**config.mk**
```make
export PLATFORM = sky130hd
export DESIGN_NAME = source_text_tokenizer_core_flat
export DESIGN_NICKNAME = d
export VERILOG_FILES = /design/src/stt_pkg.sv /design/src/stt_ifs.sv /design/src/stt_scan.sv /design/src/stt_outbuf.sv /design/src/source_text_tokenizer_core.sv /design/src/flat_wrapper.sv
export SDC_FILE = /design/constraint.sdc
export NUM_CORES = 1
export LEC_CHECK = 0
export BUFFER_PORTS_ARGS = -buffer_cell sky130_fd_sc_hd__buf_2
export CAP_MARGIN = 20
export CORE_ASPECT_RATIO = 0.75
export CORE_MARGIN = 2
export CORE_UTILIZATION = 44
export DETAILED_ROUTE_END_ITERATION = 6
export PLACE_DENSITY_LB_ADDON = 0.15
export REMOVE_ABC_BUFFERS = 1
export SYNTH_ARGS = -nofsm -noshare
export SYNTH_HDL_FRONTEND = slang
export SYNTH_HIERARCHICAL = 1
export SYNTH_SLANG_ARGS = --single-unit
```
**constraint.sdc**
```tcl
create_clock -name clk -period 6.5 [get_ports clk]
set_input_delay 0.65 -clock clk [delete_from_list [all_inputs] [get_ports clk]]
set_output_delay 0.65 -clock clk [all_outputs]
set_load 0.05 [all_outputs]
```
**src/stt_pkg.sv**
```systemverilog
package stt_pkg;

	localparam int TOKEN_BUFFER = 1024;
	localparam int TLEN_W = $clog2(TOKEN_BUFFER);
	localparam logic [TLEN_W-1:0] TLEN_LIMIT = TLEN_W'(TOKEN_BUFFER - 1);
	localparam int LINE_W = 32;

	localparam logic REG_IGNORE_COLONS      = 1'b0;
	localparam logic REG_KEEP_LINE_COMMENTS = 1'b1;

	typedef enum logic [1:0] {
		KIND_WORD  = 2'd0,
		KIND_QUOTE = 2'd1,
		KIND_PUNCT = 2'd2,
		KIND_EOI   = 2'd3
	} kind_t;

	typedef struct packed {
		logic [7:0]        tok_char;
		logic              has_char;
		kind_t             tok_kind;
		logic              tok_start;
		logic              tok_end;
		logic [LINE_W-1:0] line_count;
		logic              last_of_step;
	} result_t;

	typedef struct packed {
		logic [1:0] cnt;
		result_t    r1;
		result_t    r0;
	} step_t;

	typedef struct packed {
		logic ignore_colons;
		logic keep_line_comments;
	} cfg_t;

endpackage

```
**src/stt_ifs.sv**
```systemverilog
interface stt_in_if;
	logic       valid;
	logic       ready;
	logic [7:0] in_byte;

	modport source(output valid, output in_byte, input ready);
	modport sink(input valid, input in_byte, output ready);
endinterface

interface stt_out_if;
	logic        valid;
	logic        ready;
	logic [7:0]  tok_char;
	logic        has_char;
	logic [1:0]  tok_kind;
	logic        tok_start;
	logic        tok_end;
	logic [31:0] line_count;
	logic        last_of_step;

	modport source(output valid, output tok_char, output has_char, output tok_kind,
		output tok_start, output tok_end, output line_count, output last_of_step,
		input ready);
	modport sink(input valid, input tok_char, input has_char, input tok_kind,
		input tok_start, input tok_end, input line_count, input last_of_step,
		output ready);
endinterface

```
**src/stt_scan.sv**
```systemverilog
module stt_scan (
	input  logic               clk,
	input  logic               arst_n,
	input  stt_pkg::cfg_t      cfg,
	stt_in_if.sink             text,
	output stt_pkg::step_t     step,
	output logic               step_valid,
	input  logic               step_ready
);

	typedef enum logic [4:0] {
		MODE_IDLE  = 5'b00001,
		MODE_WORD  = 5'b00010,
		MODE_QUOTE = 5'b00100,
		MODE_LINE  = 5'b01000,
		MODE_BLOCK = 5'b10000
	} mode_t;

	localparam logic [7:0] CH_NUL    = 8'h00;
	localparam logic [7:0] CH_NL     = 8'h0A;
	localparam logic [7:0] CH_SPACE  = 8'h20;
	localparam logic [7:0] CH_DQUOTE = 8'h22;
	localparam logic [7:0] CH_APOS   = 8'h27;
	localparam logic [7:0] CH_LPAREN = 8'h28;
	localparam logic [7:0] CH_RPAREN = 8'h29;
	localparam logic [7:0] CH_STAR   = 8'h2A;
	localparam logic [7:0] CH_COMMA  = 8'h2C;
	localparam logic [7:0] CH_SLASH  = 8'h2F;
	localparam logic [7:0] CH_COLON  = 8'h3A;
	localparam logic [7:0] CH_SEMI   = 8'h3B;
	localparam logic [7:0] CH_LBRACK = 8'h5B;
	localparam logic [7:0] CH_RBRACK = 8'h5D;
	localparam logic [7:0] CH_LBRACE = 8'h7B;
	localparam logic [7:0] CH_RBRACE = 8'h7D;

	function automatic logic is_space(input logic [7:0] b);
		return (b <= CH_SPACE) || b[7];
	endfunction

	function automatic logic is_punct(input logic [7:0] b, input logic ign_colon);
		logic r;
		case (b)
			CH_LBRACE, CH_RBRACE, CH_LPAREN, CH_RPAREN, CH_LBRACK, CH_RBRACK,
			CH_APOS, CH_SLASH, CH_COMMA, CH_SEMI: r = 1'b1;
			CH_COLON: r = !ign_colon;
			default: r = 1'b0;
		endcase
		return r;
	endfunction

	function automatic stt_pkg::result_t mk(input logic [7:0] ch, input logic has,
		input stt_pkg::kind_t kind, input logic s, input logic e);
		stt_pkg::result_t r;
		r = '0;
		r.tok_char  = ch;
		r.has_char  = has;
		r.tok_kind  = kind;
		r.tok_start = s;
		r.tok_end   = e;
		return r;
	endfunction

	logic                        valid_s1;
	logic [7:0]                  byte_s1;
	mode_t                       mode_q, mode_d;
	logic                        slash_q, slash_d;
	logic                        star_q, star_d;
	logic [stt_pkg::TLEN_W-1:0]  tlen_q, tlen_d;
	logic [stt_pkg::LINE_W-1:0]  nl_q, nl_d;
	stt_pkg::result_t            res [2];
	logic [1:0]                  n;
	logic                        as_idle;
	logic                        advance;
	logic                        b_space, b_punct;

	assign b_space = is_space(byte_s1);
	assign b_punct = is_punct(byte_s1, cfg.ignore_colons);

	always_comb begin
		mode_d  = mode_q;
		slash_d = slash_q;
		star_d  = star_q;
		tlen_d  = tlen_q;
		nl_d    = nl_q;
		res[0]  = '0;
		res[1]  = '0;
		n       = 2'd0;
		as_idle = 1'b0;
		case (mode_q)
			MODE_WORD: begin
				if (b_space || b_punct) begin
					res[0]  = mk(CH_NUL, 1'b0, stt_pkg::KIND_WORD, 1'b0, 1'b1);
					n       = 2'd1;
					tlen_d  = '0;
					as_idle = 1'b1;
				end else if (tlen_q < stt_pkg::TLEN_LIMIT) begin
					res[0] = mk(byte_s1, 1'b1, stt_pkg::KIND_WORD, 1'b0, 1'b0);
					n      = 2'd1;
					tlen_d = tlen_q + stt_pkg::TLEN_W'(1);
				end
			end
			MODE_QUOTE: begin
				if (byte_s1 == CH_DQUOTE || byte_s1 == CH_NUL || byte_s1 == CH_NL ||
					tlen_q >= stt_pkg::TLEN_LIMIT) begin
					res[0] = mk(CH_NUL, 1'b0, stt_pkg::KIND_QUOTE, tlen_q == '0, 1'b1);
					n      = 2'd1;
					mode_d = MODE_IDLE;
					tlen_d = '0;
					if (byte_s1 == CH_NUL) begin
						res[1]  = mk(CH_NUL, 1'b0, stt_pkg::KIND_EOI, 1'b1, 1'b1);
						n       = 2'd2;
						star_d  = 1'b0;
						slash_d = 1'b0;
					end
				end else begin
					res[0] = mk(byte_s1, 1'b1, stt_pkg::KIND_QUOTE, tlen_q == '0, 1'b0);
					n      = 2'd1;
					tlen_d = tlen_q + stt_pkg::TLEN_W'(1);
				end
			end
			MODE_LINE: begin
				if (byte_s1 == CH_NUL) begin
					res[0]  = mk(CH_NUL, 1'b0, stt_pkg::KIND_EOI, 1'b1, 1'b1);
					n       = 2'd1;
					mode_d  = MODE_IDLE;
					star_d  = 1'b0;
					slash_d = 1'b0;
					tlen_d  = '0;
				end else if (byte_s1 == CH_NL) begin
					nl_d   = nl_q + 32'd1;
					mode_d = MODE_IDLE;
				end
			end
			MODE_BLOCK: begin
				if (byte_s1 == CH_NUL) begin
					res[0]  = mk(CH_NUL, 1'b0, stt_pkg::KIND_EOI, 1'b1, 1'b1);
					n       = 2'd1;
					mode_d  = MODE_IDLE;
					star_d  = 1'b0;
					slash_d = 1'b0;
					tlen_d  = '0;
				end else if (star_q && byte_s1 == CH_SLASH) begin
					star_d = 1'b0;
					mode_d = MODE_IDLE;
				end else begin
					if (byte_s1 == CH_NL) begin
						nl_d = nl_q + 32'd1;
					end
					star_d = (byte_s1 == CH_STAR);
				end
			end
			default: begin
				if (slash_q) begin
					slash_d = 1'b0;
					if (byte_s1 == CH_SLASH && !cfg.keep_line_comments) begin
						mode_d = MODE_LINE;
					end else if (byte_s1 == CH_STAR) begin
						mode_d = MODE_BLOCK;
						star_d = 1'b1;
					end else begin
						res[0]  = mk(CH_SLASH, 1'b1, stt_pkg::KIND_PUNCT, 1'b1, 1'b1);
						n       = 2'd1;
						as_idle = 1'b1;
					end
				end else begin
					as_idle = 1'b1;
				end
			end
		endcase

		// byte handled as between tokens
		if (as_idle) begin
			mode_d = MODE_IDLE;
			if (byte_s1 == CH_NUL) begin
				res[n[0]] = mk(CH_NUL, 1'b0, stt_pkg::KIND_EOI, 1'b1, 1'b1);
				n         = n + 2'd1;
				star_d    = 1'b0;
				slash_d   = 1'b0;
				tlen_d    = '0;
			end else if (b_space) begin
				if (byte_s1 == CH_NL) begin
					nl_d = nl_q + 32'd1;
				end
			end else if (byte_s1 == CH_SLASH) begin
				slash_d = 1'b1;
			end else if (byte_s1 == CH_DQUOTE) begin
				mode_d = MODE_QUOTE;
				tlen_d = '0;
			end else if (b_punct) begin
				res[n[0]] = mk(byte_s1, 1'b1, stt_pkg::KIND_PUNCT, 1'b1, 1'b1);
				n         = n + 2'd1;
			end else begin
				res[n[0]] = mk(byte_s1, 1'b1, stt_pkg::KIND_WORD, 1'b1, 1'b0);
				n         = n + 2'd1;
				mode_d    = MODE_WORD;
				tlen_d    = stt_pkg::TLEN_W'(1);
			end
		end

		res[0].line_count   = nl_d;
		res[1].line_count   = nl_d;
		res[0].last_of_step = (n == 2'd1);
		res[1].last_of_step = 1'b1;
	end

	assign step.cnt   = n;
	assign step.r0    = res[0];
	assign step.r1    = res[1];
	assign step_valid = valid_s1 && (n != 2'd0);
	assign advance    = valid_s1 && ((n == 2'd0) || step_ready);
	assign text.ready = !valid_s1 || advance;

	always_ff @(posedge clk or negedge arst_n) begin
		if (!arst_n) begin
			valid_s1 <= 1'b0;
			mode_q   <= MODE_IDLE;
			slash_q  <= 1'b0;
			star_q   <= 1'b0;
			tlen_q   <= '0;
			nl_q     <= '0;
		end else begin
			if (text.ready) begin
				valid_s1 <= text.valid;
			end
			if (advance) begin
				mode_q  <= mode_d;
				slash_q <= slash_d;
				star_q  <= star_d;
				tlen_q  <= tlen_d;
				nl_q    <= nl_d;
			end
		end
	end

	always_ff @(posedge clk) begin
		if (text.valid && text.ready) begin
			byte_s1 <= text.in_byte;
		end
	end

	a_word_len: assert property (@(posedge clk) disable iff (!arst_n)
		mode_q == MODE_WORD |-> tlen_q != '0)
		else $error("word open with zero length");

	a_slash_idle: assert property (@(posedge clk) disable iff (!arst_n)
		slash_q |-> mode_q == MODE_IDLE)
		else $error("pending slash outside idle");

endmodule

```
**src/stt_outbuf.sv**
```systemverilog
module stt_outbuf (
	input  logic           clk,
	input  logic           arst_n,
	input  stt_pkg::step_t step,
	input  logic           step_valid,
	output logic           step_ready,
	stt_out_if.source      token
);

	stt_pkg::result_t slot0_q, slot1_q;
	logic [1:0]       cnt_q;
	logic             fire;
	logic             load;

	assign fire       = token.valid && token.ready;
	assign step_ready = (cnt_q == 2'd0) || (cnt_q == 2'd1 && token.ready);
	assign load       = step_valid && step_ready;

	assign token.valid        = cnt_q != 2'd0;
	assign token.tok_char     = slot0_q.tok_char;
	assign token.has_char     = slot0_q.has_char;
	assign token.tok_kind     = slot0_q.tok_kind;
	assign token.tok_start    = slot0_q.tok_start;
	assign token.tok_end      = slot0_q.tok_end;
	assign token.line_count   = slot0_q.line_count;
	assign token.last_of_step = slot0_q.last_of_step;

	always_ff @(posedge clk or negedge arst_n) begin
		if (!arst_n) begin
			cnt_q <= 2'd0;
		end else if (load) begin
			cnt_q <= step.cnt;
		end else if (fire) begin
			cnt_q <= cnt_q - 2'd1;
		end
	end

	always_ff @(posedge clk) begin
		if (load) begin
			slot0_q <= step.r0;
			slot1_q <= step.r1;
		end else if (fire) begin
			slot0_q <= slot1_q;
		end
	end

	a_pair_order: assert property (@(posedge clk) disable iff (!arst_n)
		cnt_q == 2'd2 |-> !slot0_q.last_of_step && slot1_q.last_of_step)
		else $error("result pair out of order");

	a_second_follows: assert property (@(posedge clk) disable iff (!arst_n)
		(fire && cnt_q == 2'd2) |=> token.valid && token.last_of_step)
		else $error("second result of a byte lost");

endmodule

```
**src/source_text_tokenizer_core.sv**
```systemverilog
// Byte-serial tokenizer for C-like text. One text byte per beat on text (0 ends the input);
// one token character or marker per beat on token, with start/end marks, kind and the
// running newline count. A byte passes the input register and then the result register;
// the block accepts a byte every cycle while each byte yields at most one result and the
// token side is ready. A byte that closes a word or string and also yields punctuation or
// the end marker gives two results; the single-result output port then holds back the
// input until the second result is taken. Bytes that give no result (whitespace, comments)
// never wait on the output side. The user writes ignore_colons (index 0) and
// keep_line_comments (index 1) only while the block is idle; the block does not enforce it.
module source_text_tokenizer_core (
	input  logic      clk,
	input  logic      arst_n,
	input  logic      cfg_we,
	input  logic      cfg_index,
	input  logic      cfg_wdata,
	stt_in_if.sink    text,
	stt_out_if.source token
);

	stt_pkg::cfg_t  cfg_q;
	stt_pkg::step_t step;
	logic           step_valid;
	logic           step_ready;

	always_ff @(posedge clk or negedge arst_n) begin
		if (!arst_n) begin
			cfg_q <= '0;
		end else if (cfg_we) begin
			case (cfg_index)
				stt_pkg::REG_IGNORE_COLONS:      cfg_q.ignore_colons      <= cfg_wdata;
				stt_pkg::REG_KEEP_LINE_COMMENTS: cfg_q.keep_line_comments <= cfg_wdata;
				default: ;
			endcase
		end
	end

	stt_scan u_scan (
		.clk        (clk),
		.arst_n     (arst_n),
		.cfg        (cfg_q),
		.text       (text),
		.step       (step),
		.step_valid (step_valid),
		.step_ready (step_ready)
	);

	stt_outbuf u_outbuf (
		.clk        (clk),
		.arst_n     (arst_n),
		.step       (step),
		.step_valid (step_valid),
		.step_ready (step_ready),
		.token      (token)
	);

endmodule

```
**src/flat_wrapper.sv**
```systemverilog
// flat-port wrapper written by rule: the top's interface ports become plain ports
module source_text_tokenizer_core_flat 
  (clk, arst_n, cfg_we, cfg_index, cfg_wdata, text_valid, text_in_byte, text_ready, token_valid, token_tok_char, token_has_char, token_tok_kind, token_tok_start, token_tok_end, token_line_count, token_last_of_step, token_ready);
  stt_in_if text_i ();
  stt_out_if token_i ();
  input  logic clk;
  input  logic arst_n;
  input  logic cfg_we;
  input  logic cfg_index;
  input  logic cfg_wdata;
  input wire logic [$bits(text_i.valid)-1:0] text_valid;
  input wire logic [$bits(text_i.in_byte)-1:0] text_in_byte;
  output wire logic [$bits(text_i.ready)-1:0] text_ready;
  output wire logic [$bits(token_i.valid)-1:0] token_valid;
  output wire logic [$bits(token_i.tok_char)-1:0] token_tok_char;
  output wire logic [$bits(token_i.has_char)-1:0] token_has_char;
  output wire logic [$bits(token_i.tok_kind)-1:0] token_tok_kind;
  output wire logic [$bits(token_i.tok_start)-1:0] token_tok_start;
  output wire logic [$bits(token_i.tok_end)-1:0] token_tok_end;
  output wire logic [$bits(token_i.line_count)-1:0] token_line_count;
  output wire logic [$bits(token_i.last_of_step)-1:0] token_last_of_step;
  input wire logic [$bits(token_i.ready)-1:0] token_ready;
  assign text_i.valid = text_valid;
  assign text_i.in_byte = text_in_byte;
  assign text_ready = text_i.ready;
  assign token_valid = token_i.valid;
  assign token_tok_char = token_i.tok_char;
  assign token_has_char = token_i.has_char;
  assign token_tok_kind = token_i.tok_kind;
  assign token_tok_start = token_i.tok_start;
  assign token_tok_end = token_i.tok_end;
  assign token_line_count = token_i.line_count;
  assign token_last_of_step = token_i.last_of_step;
  assign token_i.ready = token_ready;
  source_text_tokenizer_core u_core (.clk(clk), .arst_n(arst_n), .cfg_we(cfg_we), .cfg_index(cfg_index), .cfg_wdata(cfg_wdata), .text(text_i), .token(token_i));
endmodule
```
==> results of run 1 <==
[cell type report]
| type | instances | share of cell area |
|---|---|---|
| timing repair buffer | 70 | 0.04137 |
| multi-input combinational | 444 | 0.3607 |
| clock buffer | 21 | 0.05031 |
| clock inverter | 11 | 0.01887 |
| sequential | 154 | 0.4865 |
| inverter | 20 | 0.008386 |
| tap | 242 | 0.03382 |
[stage by stage]
step,util,hold slack [ns],total power (uW),worst slack [ns],area [um2]
floorplan,-,0.3544,2795,1.599,7657
global placement,0.4678,0.4765,3217,1.803,8333
detailed placement,0.4678,0.4821,3236,1.706,8333
CTS,0.5025,0.3827,4304,1.677,8952
global route,0.5025,0.3821,4482,1.309,8952
finish,0.5025,0.3657,4257,1.696,8952
[layer usage]
metal | share of wire | GRT usage | wire length, um | up-vias
met1 | 0.51 | 0.2841 | 8939 | 2584
li1 | - | - | - | 2478
met2 | 0.43 | 0.2751 | 7543 | 135
met4 | 0.014 | 0.05687 | 246 | 0
met5 | 0 | 0 | 0 | -
met3 | 0.054 | 0.04921 | 958 | 18
[state kept, by name, indices dropped and copies added, names as in the netlist]
signal	count
u_core/u_scan/mode_q	5
u_core/u_outbuf/token.tok_start	1
u_core/u_outbuf/cnt_q	2
u_core/u_scan/nl_q	32
u_core/u_outbuf/token.last_of_step	1
u_core/u_outbuf/token.has_char	1
u_core/u_scan/byte_s1	8
u_core/u_outbuf/token.tok_char	8
u_core/u_scan/slash_q	1
u_core/u_scan/star_q	1
u_core/u_outbuf/token.tok_end	1
u_core/u_outbuf/token.tok_kind	2
u_core/u_scan/tlen_q	10
u_core/u_outbuf/slot1_q	46
u_core/cfg_q	2
u_core/u_outbuf/token.line_count	32
u_core/u_scan/valid_s1	1
[cell usage after synthesis (3+ instances only)]
library cell and count:
a21oi_1 16, o21ai_0 22, buf_2 11, nor4_1 5
edfxtp_1 100, o21ai_1 8, xnor2_1 32, xor2_1 30
nand3_1 24, a22o_1 3, nand2_1 31, or2_2 3
nand2b_1 10, nand2_2 5, ha_1 6, nor2b_1 5
dfrtp_1 53, clkbuf_1 5, mux2_2 32, a211o_1 3
o22a_1 3, and4_1 3, nand4_1 10, mux2_4 22
and2_1 15, buf_4 37, nor2_1 53, o31ai_1 16
nor3_1 13, a21o_1 5, o21a_1 4, buf_6 4
inv_1 18, a21oi_2 3, and3_1 12
[worst min path at each step]
stage               depth (start not counted)  slack [ns]                  endpoint
finish                                      2        0.37   u_core/u_scan/tlen_q[1]
global route                                1        0.38  u_core/u_scan/byte_s1[2]
CTS                                         1        0.38  u_core/u_scan/byte_s1[2]
detailed placement                          1        0.48    u_core/u_scan/nl_q[31]
global placement                            1        0.48    u_core/u_scan/nl_q[31]
floorplan                                   0        0.35           u_core/cfg_q[0]
[power groups by stage]
stage,logic [uW],registers (uW),clock network [uW]
2_1_floorplan,803,1990,0
5_1_grt,1810,1560,1110
3_3_place_gp,1680,1540,0
4_1_cts,1700,1530,1070
3_5_place_dp,1690,1550,0
6_report,1680,1530,1040
[logic make-up after synthesis]
kind of cell / count (synthesis) / share of synthesized area
XOR/XNOR: 62 / 0.06714
flip-flops: 154 / 0.5385
buffers and inverters: 80 / 0.06250
AND/OR/NAND/NOR: 214 / 0.1433
adder cells (fa/ha/maj): 7 / 0.01052
AO/OA/AOI/OAI: 104 / 0.09051
multiplexers: 55 / 0.08663
other: 2 / 0.0009286
==> run_results.csv, run 1 <==
group,metric,value,unit
status,result_of_the_run,"finished clean",
synthesis,yosys_most_used_dff,"edfxtp_1",
final_layout,antennaDiodeCount,0,
synthesis,synth_edf_count,100,
floorplan,dieWidth,160.6,um
global_routing,grt_usage,0.1914,
setup_path,worst_path_largest_cell_delay,0.66,ns
setup_path,timing.critical_path.from_type,"flip-flop",
timing,finalCritPeriodShare,0.7391,
routing,drt.antenna.violating_nets,0,
placement,port_buf_inserts,62,
final_layout,num-fill-cells,1555,
placement,routability_driven_placement_congestion_ratio,0.8762,
power_and_ir_drop,power.share.combinational,0.396,
routing,first_drt_iteration_drcs,424,
final_layout,sequential_cell_area,4355,um2
synthesis,synth.distinct_cells,77,
power_and_ir_drop,power.sequential.fraction,0.359,
timing,achievable-frequency,208.2,MHz
synthesis,share_of_the_yosys_chip_area_belonging_to_registers,0.5385,
timing,max_slew.worst_pin.slew,0.8897,ns
routing,detailedRoute.firstPassIterationCount,4,
global_routing,first_global_vias,5203,
synthesis,postSynthCellCount,678,
setup_path,crit_path_cell_trace,"nor4b_2 > nor2_1 > a31o_2 > a21o_2 > a41o_1 > inv_1 > ha_1 > o32a_1 > a21oi_1 > a21oi_1 > o21a_1 > nand2_2 > buf_4 > mux2_2",
clocking,cts_made_buffers,17,
setup_path,regToRegSetupSlack,1.70,ns
worst_hold_path,hp-class,"in -> async",
synthesis,synthesis.area,8088,um2
setup_path,rr_endpoint,"u_core/u_outbuf/token.line_count[9]",
routing,avgViaCountPerCell,5.421,
setup_path,worst-path-buf-inv,2,
setup_path,timing.critical_path.slowest_stage_cell,"nor4b_2",
routing,routed_wirelength,17690,um
setup_path,worst_ep_required_time,6.67,ns
clocking,clock_sink_count,154,
setup_path,crit_arrival,4.98,ns
floorplan,rows,42,
power_and_ir_drop,total_leakage_power,0.003642,uW
power_and_ir_drop,vdd_ir_drop_max,0.2238,mV
timing,relative_slew_slack,0.4048,
timing,report.final.setup_viol,0,
routing,drt_wl_cell,18.39,um
synthesis,synth_seq_cells,154,
timing,number_of_max_slew_violations_in_the_final_report,0,
final_layout,multi_input_area,3229,um2
clocking,clk_root_buffer_cell,"clkbuf_16",
timing,final-hold-violation-count,0,
final_layout,final_layout_size_suffix_gt1_frac,0.2597,
floorplan,die_height,121.4,um
setup_path,startpoint,"u_core/u_scan/byte_s1[4]",
synthesis,syn_area_per_cell,11.93,um2
floorplan,initial_utilization,0.4540,
clocking,cts_tree,"yes",
synthesis,synth_largest_type_area_fraction,0.3713,
final_layout,flow.area_growth_from_synthesis,10.69,%
global_routing,wire_length_of_the_first_global_routing_pass,28560,um
synthesis,ys_top_cells_by_area,"edfxtp_1, dfrtp_1, mux2_2, mux2_4, xnor2_1",
final_layout,final_net_count,728,
setup_path,criticalPathCategory,"reg -> reg",
run,max_cap_viol_count,0,
routing,drc_violations_left,0,
placement,placed_cells,930,
routing,vias,5215,
setup_path,critPathMostFrequentCell,"a21oi_1",
power_and_ir_drop,cell_internal_pwr,2554,uW
final_layout,stdcell_count,962,
final_layout,mostFrequentLayoutCell,"edfxtp_1",
synthesis,synth_largest_area_cell,"edfxtp_1",
setup_path,path_max_fanout,27,
setup_path,crit_family,"compound AO/OA/AOI/OAI gates",
global_routing,gr-total-overflow,0,
clocking,clk_pin_slew,0.06,ns
timing,grt_setup_unrepaired,"no",
clocking,post_cts_hold_buffer_count,0,
final_layout,most-common-layout-cells,"edfxtp_1, buf_2, dfrtp_1, nor2_1",
floorplan,die-area,19490,um2
floorplan,pin_count,63,
setup_path,endpoint_kind,"flip-flop",
synthesis,synth_warnings,6,
power_and_ir_drop,clock_power_share,0.245,
synthesis,synth-async-reset-ratio,0.3506,
setup_path,worst_r2r_path_depth,14,
clocking,cts_max_path_buffers,2,
power_and_ir_drop,netSwitchingFraction,0.4000,
global_routing,grt_antenna_before_repair,0,
timing,final.setup.tns,0,ns
clocking,cts.repair_timing.setup_buffer_count,0,
setup_path,timing.rr.start,"u_core/u_scan/byte_s1[4]",
global_routing,maximum_number_of_pins_on_one_net_before_global_route_repair,55,
setup_path,last_element_of_the_critical_path,"u_core/u_outbuf/token.line_count[9]",
clocking,worstSkewPairLatency,0.43,ns
power_and_ir_drop,power_dens_cells,475.5,nW/um2
clocking,htreeDepth,4,
floorplan,design.core.area,17810,um2
timing,final_period_minus_worst_setup_slack,4.804,ns
placement,hpwl,12170,um
timing,finClkSkew,0.01065,ns
power_and_ir_drop,power_switching,1703,uW
setup_path,critical_path_cell_count,14,
clocking,ctsResizeCount,0,
No activity file was read; power rests on OpenSTA's default activity.
==> inputs of run 2 (changes only) <==
Clock period 6.5 ns to 4.85 ns, I/O delays scaled along.
==> run_results.csv, run 2 (same netlist as run 1, synthesis figures left out) <==
group,metric,value,unit
routing,routed_wirelength,17490,um
floorplan,design.core.area,17810,um2
placement,postPlaceCellArea,8381,um2
timing,finClkSkew,0.008945,ns
setup_path,worst_ep_required_time,4.37,ns
power_and_ir_drop,vdd_ir_drop_max,0.3509,mV
routing,drt_wl_cell,18.07,um
final_layout,flow.area_growth_from_synthesis,10.97,%
setup_path,regToRegSetupSlack,0.36,ns
floorplan,pin_count,63,
clocking,clk_pin_slew,0.07,ns
final_layout,largest_register,"u_core/u_outbuf/slot1_q",
clocking,htreeDepth,4,
power_and_ir_drop,power.sequential.fraction,0.363,
run,max_cap_viol_count,0,
floorplan,dieWidth,160.6,um
routing,drc_violations_left,0,
final_layout,final_net_count,734,
setup_path,criticalPathCategory,"reg -> out",
setup_path,last_element_of_the_critical_path,"text_ready",
clocking,cts.repair_timing.setup_buffer_count,0,
final_layout,num-fill-cells,1567,
floorplan,rows,42,
placement,hpwl,12320,um
setup_path,startpoint,"u_core/u_scan/byte_s1[1]",
setup_path,crit_arrival,4.08,ns
global_routing,gr-total-overflow,0,
routing,detailedRoute.firstPassIterationCount,5,
worst_hold_path,hp-class,"in -> async",
timing,relative_slew_slack,0.5138,
power_and_ir_drop,cell_internal_pwr,3303,uW
setup_path,path_max_fanout,12,
timing,achievable-frequency,218.8,MHz
routing,drt.antenna.violating_nets,0,
clocking,cts_made_buffers,17,
final_layout,finalCoreUtilization,0.5038,
setup_path,timing.rr.start,"u_core/u_scan/byte_s1[1]",
placement,placed_cells,935,
final_layout,max_reg_flops,46,
final_layout,most-common-layout-cells,"edfxtp_1, buf_2, dfrtp_1, nor2_1",
final_layout,final_layout_size_suffix_gt1_frac,0.2672,
clocking,worstSkewPairLatency,0.42,ns
timing,report.final.setup_viol,0,
power_and_ir_drop,power.share.combinational,0.405,
timing,max_slew.worst_pin.slew,0.7293,ns
routing,avgViaCountPerCell,5.418,
timing,grt_setup_unrepaired,"no",
global_routing,grt_usage,0.1881,
routing,first_drt_iteration_drcs,404,
setup_path,rr_endpoint,"u_core/u_outbuf/token.line_count[25]",
timing,final.setup.tns,0,ns
routing,vias,5245,
final_layout,stdcell_count,968,
global_routing,first_global_vias,5210,
power_and_ir_drop,total_power,5645,uW
timing,number_of_max_slew_violations_in_the_final_report,0,
clocking,clk_root_buffer_cell,"clkbuf_16",
global_routing,wire_length_of_the_first_global_routing_pass,28340,um
placement,routability_driven_placement_congestion_ratio,0.9130,
floorplan,initial_utilization,0.4540,
timing,finalCritPeriodShare,0.9422,
clocking,clock_sink_count,154,
timing,final_period_minus_worst_setup_slack,4.570,ns
power_and_ir_drop,netSwitchingFraction,0.4150,
setup_path,worst_r2r_path_depth,13,
status,result_of_the_run,"finished clean",
power_and_ir_drop,power_dens_cells,629.0,nW/um2
clocking,cts_max_path_buffers,2,
power_and_ir_drop,total_leakage_power,0.003656,uW
setup_path,endpoint_kind,"output port",
placement,port_buf_inserts,62,
floorplan,die-area,19490,um2
final_layout,post-route-cell-area,8975,um2
setup_path,timing.critical_path.from_type,"flip-flop",
final_layout,antennaDiodeCount,0,
power_and_ir_drop,clock_power_share,0.231,
clocking,cts_tree,"yes",
power_and_ir_drop,power_switching,2343,uW
global_routing,grt_antenna_before_repair,0,
final_layout,mostFrequentLayoutCell,"edfxtp_1",
timing,final-hold-violation-count,0,
global_routing,maximum_number_of_pins_on_one_net_before_global_route_repair,55,
floorplan,die_height,121.4,um
==> run 2: changes by cell type in the layout (fill, tap and decap cells not counted), moves of 2 or more <==
cell	previous run	this run
nand2_2	6	4
clkinv_2	3	0
inv_6	1	4
clkbuf_1	3	0
inv_8	0	3
buf_4	8	12
clkinvlp_4	1	3
bufinv_16	4	1
==> run 2: timing repair <==
item | 4_1_cts | 5_1_grt
gates resized for setup | 0 | 1
hold buffers | 0 | 0
hold endpoints to repair | 0 | 0
endpoints found under the setup margin | 0 | 30
==> run 2: cell type report <==
type,instances,area [um2],share of cell area
inverter,20,75.07,0.008365
timing repair buffer,76,425.4,0.04740
sequential,154,4355,0.4853
tap,242,302.8,0.03374
clock buffer,17,425.4,0.04740
multi-input combinational,444,3232,0.3601
clock inverter,15,158.9,0.01771
==> run 2: layer usage <==
metal,wire length [um],GRT usage,up-vias
met1,9042,0.2851,2601
met5,0,0,-
met4,165,0.05236,0
met2,7412,0.2683,141
met3,870,0.04340,13
li1,-,-,2490
==> run 2: worst min-delay path by stage <==
stage / slack, ns / startpoint / to / depth (start not counted)
after floorplan: 0.19 / arst_n / u_core/cfg_q[0] / 0
after global placement: 0.47 / u_core/u_scan/nl_q[31] / u_core/u_scan/nl_q[31] / 1
after detailed placement: 0.48 / u_core/u_scan/nl_q[31] / u_core/u_scan/nl_q[31] / 1
after CTS: 0.21 / text_in_byte[7] / u_core/u_scan/byte_s1[7] / 1
after global routing: 0.21 / text_in_byte[5] / u_core/u_scan/byte_s1[5] / 1
final: 0.20 / arst_n / u_core/u_scan/tlen_q[1] / 2
==> run 2: through the flow <==
step	worst slack [ns]	hold WS, ns
after floorplan	-0.05143	0.1894
after global placement	0.3757	0.4736
after detailed placement	0.2782	0.4779
after CTS	0.2386	0.2139
after global routing	0.01708	0.2147
final	0.2803	0.1994
==> run 2: power groups by stage <==
stage | Sequential (uW) | Combinational, uW | Clock, uW
after floorplan | 2670 | 1080 | 0
after global placement | 2070 | 2280 | 0
after detailed placement | 2080 | 2290 | 0
after CTS | 2060 | 2300 | 1340
after global routing | 2090 | 2450 | 1400
final | 2050 | 2290 | 1310
==> run 2: worst max-delay path, cell delays in order, from the launching register on <==
cell	delay, ns
edfxtp_1	0.62
nand2_2	0.18
or4_1	0.55
o21a_1	0.26
a21o_2	0.29
a41o_1	0.27
inv_1	0.10
ha_1	0.22
o32a_1	0.15
a21oi_1	0.16
a21oi_1	0.11
o21a_1	0.29
nand2b_1	0.17
buf_2	0.29
==> inputs of run 3 (changes only) <==
Settings changed: CELL_PAD_IN_SITES_DETAIL_PLACEMENT from default to 1, CELL_PAD_IN_SITES_GLOBAL_PLACEMENT from default to 1.
==> run_results.csv, run 3 (same netlist as run 1, synthesis figures left out) <==
group,metric,value,unit
final_layout,stdcell_count,974,
setup_path,crit_path_cell_trace,"nand2_2 > or4_1 > o21a_1 > a21o_2 > a41o_1 > inv_1 > ha_1 > o32a_1 > a21oi_1 > a21oi_1 > o21a_1 > nand2b_1 > buf_2",
floorplan,rows,42,
final_layout,final_net_count,740,
clocking,cts_made_buffers,17,
placement,placed_cells,938,
clocking,clk_root_buffer_cell,"clkbuf_16",
clocking,ctsResizeCount,0,
routing,vias,5367,
timing,achievable-frequency,215.4,MHz
floorplan,dieWidth,160.6,um
power_and_ir_drop,power_dens_cells,649.8,nW/um2
floorplan,design.core.area,17810,um2
final_layout,flow.area_growth_from_synthesis,12.59,%
setup_path,crit_arrival,4.16,ns
setup_path,crit_family,"compound AO/OA/AOI/OAI gates",
run,max_cap_viol_count,0,
timing,grt_setup_unrepaired,"no",
routing,first_drt_iteration_drcs,308,
placement,routability_driven_placement_congestion_ratio,0.8435,
setup_path,timing.critical_path.from_type,"flip-flop",
final_layout,most-common-layout-cells,"edfxtp_1, buf_2, dfrtp_1, nor2_1",
setup_path,worst_ep_required_time,4.37,ns
power_and_ir_drop,clock_power_share,0.249,
global_routing,maximum_number_of_pins_on_one_net_before_global_route_repair,55,
routing,routed_wirelength,19710,um
clocking,cts.repair_timing.setup_buffer_count,0,
routing,drt_wl_cell,20.24,um
placement,postPlaceCellArea,8428,um2
clocking,htreeDepth,4,
setup_path,worst-path-buf-inv,2,
setup_path,criticalPathCategory,"reg -> out",
placement,hpwl,13810,um
setup_path,worst_path_largest_cell_delay,0.63,ns
clocking,post_cts_hold_buffer_count,0,
timing,finClkSkew,0.01077,ns
final_layout,antennaDiodeCount,0,
routing,avgViaCountPerCell,5.510,
floorplan,die_height,121.4,um
global_routing,wire_length_of_the_first_global_routing_pass,31770,um
clocking,worstSkewPairLatency,0.43,ns
final_layout,post-route-cell-area,9106,um2
power_and_ir_drop,cell_internal_pwr,3532,uW
global_routing,grt_usage,0.2121,
clocking,cts_tree,"yes",
power_and_ir_drop,netSwitchingFraction,0.4032,
timing,number_of_max_slew_violations_in_the_final_report,0,
setup_path,endpoint_kind,"output port",
setup_path,timing.critical_path.slowest_stage_cell,"edfxtp_1",
floorplan,die-area,19490,um2
power_and_ir_drop,power_switching,2386,uW
placement,port_buf_inserts,62,
setup_path,path_max_fanout,10,
global_routing,grt_antenna_before_repair,0,
clocking,cts_max_path_buffers,2,
worst_hold_path,hp-class,"in -> async",
timing,final_period_minus_worst_setup_slack,4.643,ns
status,result_of_the_run,"finished clean",
routing,drt.antenna.violating_nets,0,
final_layout,num-fill-cells,1856,
clocking,clock_sink_count,154,
final_layout,mostFrequentLayoutCell,"edfxtp_1",
routing,drc_violations_left,0,
floorplan,pin_count,63,
timing,max_slew.worst_pin.slew,0.7656,ns
power_and_ir_drop,total_leakage_power,0.003721,uW
floorplan,initial_utilization,0.4540,
timing,relative_slew_slack,0.4896,
global_routing,first_global_vias,5593,
global_routing,gr-total-overflow,0,
routing,detailedRoute.firstPassIterationCount,5,
timing,hold_ws,0.2058,ns
power_and_ir_drop,vdd_ir_drop_max,0.3578,mV
power_and_ir_drop,power.sequential.fraction,0.347,
timing,finalCritPeriodShare,0.9573,
final_layout,final_layout_size_suffix_gt1_frac,0.2719,
power_and_ir_drop,power.share.combinational,0.405,
clocking,clk_pin_slew,0.07,ns
timing,final-hold-violation-count,0,
final_layout,largest_register,"u_core/u_outbuf/slot1_q",
final_layout,max_reg_flops,46,
timing,report.final.setup_viol,0,
run 3: changes by cell type in the layout (fill, tap and decap cells not counted), sizes merged:
cell and delta:
bufinv +4, clkbuf +1, clkinv -3, buf +7
clkinvlp -1, inv -2
run 3: layout make-up:
type | count | area, um2 | area share
Sequential cell | 154 | 4355 | 0.4783
Multi-Input combinational cell | 444 | 3227 | 0.3544
Timing Repair Buffer | 82 | 498.0 | 0.05469
Clock buffer | 19 | 432.9 | 0.04754
Tap cell | 242 | 302.8 | 0.03325
Clock inverter | 13 | 215.2 | 0.02363
Inverter | 20 | 75.07 | 0.008244
run 3: power by group through the flow:
stage                     Combinational [uW]  Sequential [uW]  Clock (uW)
after floorplan                         1080             2670           0
after global placement                  2320             2070           0
after detailed placement                2370             2080           0
after CTS                               2390             2060        1510
after global routing                    2550             2090        1550
final                                   2390             2050        1470
run 3: per-stage QoR:
step	total power (uW)	TNS (ns)	worst slack, ns	util
6_report	5918	0	0.2072	0.5112
5_1_grt	6193	0	0.005264	0.5112
4_1_cts	5954	0	0.2077	0.5095
3_5_place_dp	4450	0	0.4213	0.4731
3_3_place_gp	4385	0	0.5875	0.4731
2_1_floorplan	3746	-2.366	-0.05143	-
run 3: final timing paths:
check                           depth (start not counted)                      from                              endpoint  slack [ns]
worst max-delay path                                   13  u_core/u_scan/byte_s1[3]                            text_ready        0.21
worst min-delay path                                    2                    arst_n               u_core/u_scan/tlen_q[2]        0.21
worst max register to register                         14  u_core/u_scan/byte_s1[3]  u_core/u_outbuf/token.line_count[20]        0.39
worst min register to register                          1    u_core/u_scan/nl_q[31]                u_core/u_scan/nl_q[31]        0.50
max in group asynchronous                               2                    arst_n                 u_core/u_scan/nl_q[4]        4.12
min in group clk                                        1           text_in_byte[7]              u_core/u_scan/byte_s1[7]        0.23
run 3: worst register-to-register path, delay by kind of cell, from the launching register on:
family / cells / cell delay (ns)
and+or+nand+nor: 3 / 0.89
muxes: 1 / 0.39
adders and majority gates: 1 / 0.24
AOI/OAI and AO/OA: 7 / 1.56
DFF: 1 / 0.63
buffers and inverters: 2 / 0.49
run 3: routing by layer:
metal,part of all wire,vias to the layer above,track usage
li1,-,2493,-
met1,0.50,2762,0.3095
met2,0.45,94,0.3206
met3,0.035,18,0.03999
met4,0.012,0,0.06588
met5,0,-,0
